## config.mk

```make
export PLATFORM = sky130hd
export DESIGN_NAME = naf_ctrl
export DESIGN_NICKNAME = d
export VERILOG_FILES = /design/src/rtl/core/naf_pkg.sv /design/src/rtl/core/naf_ctrl.sv
export SDC_FILE = /design/constraint.sdc
export NUM_CORES = 1
export LEC_CHECK = 0
export BUFFER_PORTS_ARGS = -buffer_cell sky130_fd_sc_hd__clkbuf_2
export CAP_MARGIN = 10
export CORE_AREA = 2 2 39 41
export CTS_CLUSTER_DIAMETER = 100
export CTS_CLUSTER_SIZE = 14
export DETAILED_ROUTE_END_ITERATION = 8
export DIE_AREA = 0 0 41 43
export PLACE_DENSITY = 0.42
export SLEW_MARGIN = 20
export SYNTH_ARGS = -nofsm -noshare
export SYNTH_HDL_FRONTEND = slang
export SYNTH_SLANG_ARGS = --single-unit
```

## constraint.sdc

```tcl
create_clock -name clk -period 1.15 [get_ports clk]
set_input_delay 0.23 -clock clk [delete_from_list [all_inputs] [get_ports clk]]
set_output_delay 0.23 -clock clk [all_outputs]
set_load 0.05 [all_outputs]
```

## src/rtl/core/naf_pkg.sv

```systemverilog
// Shared types and constants of the neighbour average filter.
// Used by the controller, the datapath, the divider and the top level.
package naf_pkg;

  localparam int CFG_W   = 12;            // width of the size registers
  localparam int PIX_W   = 8;             // one colour channel
  localparam int ROW_W   = CFG_W + 1;     // row counter reaches height + 1
  localparam int SUM_W   = PIX_W + 3;     // sum of up to eight channel values
  localparam int CNT_W   = 4;             // neighbour count, 0 to 8
  localparam int DIV_C_W = 4;             // holds SUM_W iterations
  localparam int LANES   = 3;             // red, green, blue

  typedef logic [LANES*PIX_W-1:0] pixel_t;

  // Commands from the controller to the datapath.
  typedef struct packed {
    logic accept;   // take the input item and read both line stores
    logic shift;    // write line stores, shift window, advance position
    logic sum;      // add the neighbours and start the divider
    logic load;     // move the result into the output register
  } naf_cmd_t;

  // Status from the datapath to the controller.
  typedef struct packed {
    logic emit;      // the item being shifted produces a result
    logic div_busy;  // divider still iterating
    logic out_busy;  // output register full and stalled
  } naf_status_t;

endpackage

```

## src/rtl/core/naf_ctrl.sv

```systemverilog
// Controller of the neighbour average filter: sequences accept, shift,
// sum, divide and load. Depends on naf_pkg for the command and status types.
module naf_ctrl
  import naf_pkg::*;
(
  input  logic        clk,
  input  logic        rst,
  input  logic        in_valid,
  output logic        in_stall,
  output naf_cmd_t    cmd,
  input  naf_status_t status
);

  typedef enum logic [2:0] {
    ST_IDLE,
    ST_SHIFT,
    ST_SUM,
    ST_DIV,
    ST_LOAD
  } state_t;

  state_t state, state_next;

  always_comb begin
    cmd        = '0;
    state_next = state;
    case (state)
      ST_IDLE: begin
        cmd.accept = in_valid;
        if (in_valid) begin
          state_next = ST_SHIFT;
        end
      end
      ST_SHIFT: begin
        cmd.shift  = 1'b1;
        state_next = status.emit ? ST_SUM : ST_IDLE;
      end
      ST_SUM: begin
        cmd.sum    = 1'b1;
        state_next = ST_DIV;
      end
      ST_DIV: begin
        if (!status.div_busy) begin
          state_next = ST_LOAD;
        end
      end
      ST_LOAD: begin
        // Wait here until the previous result has left the output register.
        cmd.load = !status.out_busy;
        if (!status.out_busy) begin
          state_next = ST_IDLE;
        end
      end
      default: begin
        state_next = ST_IDLE;
      end
    endcase
  end

  always_ff @(posedge clk) begin
    if (rst) begin
      state    <= ST_IDLE;
      in_stall <= 1'b0;
    end else begin
      state    <= state_next;
      in_stall <= state_next != ST_IDLE;
    end
  end

  a_stall_idle: assert property (@(posedge clk) disable iff (rst)
    in_stall == (state != ST_IDLE))
    else $error("input stall out of step with the controller state");
  a_sum_free: assert property (@(posedge clk) disable iff (rst)
    cmd.sum |-> !status.div_busy)
    else $error("sum issued while the divider is busy");

endmodule

```

==> results.sh <==
export IMPL_syn_nets=29
export IMPL_cts_tree="built"
export IMPL_grt_overflow=0
export IMPL_final_hold_violation_count=0
export IMPL_htreeDepth=1
export IMPL_dp_cells=55
export IMPL_vias=268
export IMPL_fin_crit_ps=1380
export IMPL_clock_fmax_ghz=0.724
export IMPL_drv_cap=0
export IMPL_drt_pass1_iterations=1
export IMPL_ff_latch_area_sq_um=88.8
export IMPL_multiInputGateArea_sq_um=174
export IMPL_worstPathRequired_ps=920
export IMPL_drive_gt1_share_pct=76.6
export IMPL_cp_slowest_cell="dfxtp_2"
export IMPL_critPathArrivalTime_ps=1150
export IMPL_rsz0062_at_grt="true"
export IMPL_max_clock_path_buffers=2
export IMPL_fin_skew_ps=10.9
export IMPL_final_period_utilization_pct=120
export IMPL_wire_per_inst_microns=10.7
export IMPL_antenna_found_initial=0
export IMPL_dr_first_iter_drc_count=0
export IMPL_startpoint_type="register"
export IMPL_insertion_delay_ps=240
export IMPL_clock_sinks=4
export IMPL_slowest_delay_ps=310
export IMPL_antenna_cells=0
export IMPL_initial_utilization_pct=16.4
export IMPL_crit_chain="buf_6 > nand2b_4 > nor3_4 > buf_12"
export IMPL_timing_hold_ws_ps=200
export IMPL_syn_area_sq_um=226
export IMPL_synthCells=23
export IMPL_gp_congestion=0.774
export IMPL_grt_first_pass_wirelength_mm=1.21
export IMPL_clock_root_buffer="clkbuf_4"
export IMPL_crit_type="reg2out"
export IMPL_ioPinCount=11
export IMPL_grt_max_degree=7
export IMPL_grt_usage_pct=10.9
export IMPL_rows=14
export IMPL_ys_types=17
export IMPL_worst_pin_slew_ps=276
export IMPL_drc=0
export IMPL_setup_viol_count_final=5
export IMPL_synth_seq_area_share_pct=35.4
export IMPL_setup_ws_ps=-231
export IMPL_cts_reportedPaths_clkPinSlew_ps=50
export IMPL_postRouteAntennaNets=0
export IMPL_cts_hold_buffers=0
export IMPL_final_nets=54
export IMPL_critical_path_top_delay_family="simple AND/OR/NAND/NOR gates"
export IMPL_status="complete, but fails checks"
export IMPL_cp_max_fo=3
export IMPL_timing_slew_headroom_pct=81.7
export IMPL_wirelength_microns=677
export IMPL_fin_cells=63
export IMPL_vdd_drop_max_mv=0.469
export IMPL_area_growth_pct=124
export IMPL_ys_warn_count=0
export IMPL_violations="negative setup slack"
export IMPL_hp_class="in2reg"
export IMPL_fp_coreArea_sq_um=1380
export IMPL_setup_worst_path_end_class="output pin"
export IMPL_cts_buffers=3
export IMPL_place_ws_ps=-58.3
export IMPL_die_x_microns=41
export IMPL_slew_violations=0
export IMPL_vias_per_cell=4.25
export IMPL_n_fill_cell=146
export IMPL_critPathBufInv=2
export IMPL_dp_hpwl_microns=494
export IMPL_portBuffers=10
export IMPL_pwr_density_cell_nw_per_um2=1030
export IMPL_synth_seq_cells=4
export IMPL_p_leak_nw=0.208
export IMPL_grt_pass1_vias=299
export IMPL_synth_area_per_cell_sq_um=9.85
export IMPL_die_y_microns=43
export IMPL_dieArea_sq_um=1760
[per-stage QoR]
stage                     power [mW]  setup TNS [ps]  utilization [%]  cell area, sq um
after detailed placement       0.305            -178             29.6               409
after floorplan                0.251            -266                -               287
after CTS                      0.530            -921             36.0               498
after global routing           0.557           -1070             36.7               508
after global placement         0.304            -166             29.6               409
final                          0.521            -849             36.7               508
[Yosys cell counts]
master     count  area share (%)
a211oi_1       2             6.6
a21oi_1        1             2.2
a21oi_2        1             3.9
buf_6          2             9.9
dfxtp_1        4              35
inv_4          1             2.8
nand2_1        1             1.7
nand2b_1       1             2.8
nand3b_1       1             3.3
nand4bb_1      1             5.0
nor2_1         1             1.7
nor3_1         2             4.4
nor3b_1        1             3.3
nor4b_1        1             3.9
o21ai_1        1             2.2
o221a_1        1             5.0
or4b_4         1             6.1
[per-layer routing]
layer  track usage, %  wire, microns  up-vias  part of all wire, %
li1                 -              -      133                    -
met1             12.6            248      124                   37
met2             15.0            379        9                   56
met3             1.57             26        2                  3.8
met4             12.0             22        0                  3.2
met5                0              0        -                    0
[report_power, final]
group,switching (mW),internal (mW),total [mW]
Combinational,0.0836,0.0827,0.166
Clock,0.0646,0.131,0.195
Sequential,0.0128,0.147,0.160
Total,0.161,0.360,0.521
[flip-flops by register name, summed over array words and instances, names as in the netlist]
register / count
in_stall: 1
state: 3
[layout by cell type, fill, tap and decap left out, drive strengths merged]
cell type	instances
o221a	1
nor3b	1
buf	15
a21oi	2
nor3	2
dfxtp	4
o21ai	1
a211oi	2
nand3b	1
nand4bb	1
inv	1
nor2	1
nand2	1
or4b	1
nand2b	1
clkbuf	11
nor4b	1
[final timing paths]
kind / start / end / slack (ps) / cells past startpoint
max: state[2] / cmd[3] / -230 / 4
min: rst / state[1] / 200 / 2
max reg2reg: state[0] / state[2] / -110 / 4
min reg2reg: state[2] / state[1] / 600 / 3
[area by class of cell]
cell class                 instances  share of cell area (%)
clock buffer                       4                    5.17
inverter                           1                    1.23
multi-input combinational         16                    34.2
sequential                         4                    17.5
tap                               16                    3.94
timing repair buffer              22                    37.9
[timing repair]
action / CTS / global route
setup buffers: 3 / 1
pin swaps: 5 / 1
gates resized for setup: 13 / 2
setup endpoints to repair: 6 / 5
[cell families (layout without fill, tap and decap cells)]
| family | after synthesis | after routing | share of synthesized area, % |
|---|---|---|---|
| buf+inv | 3 | 27 | 12.7 |
| compound gates | 6 | 6 | 19.9 |
| simple gates | 10 | 10 | 32.0 |
| flops | 4 | 4 | 35.4 |
(Power assumes the default switching activity.)
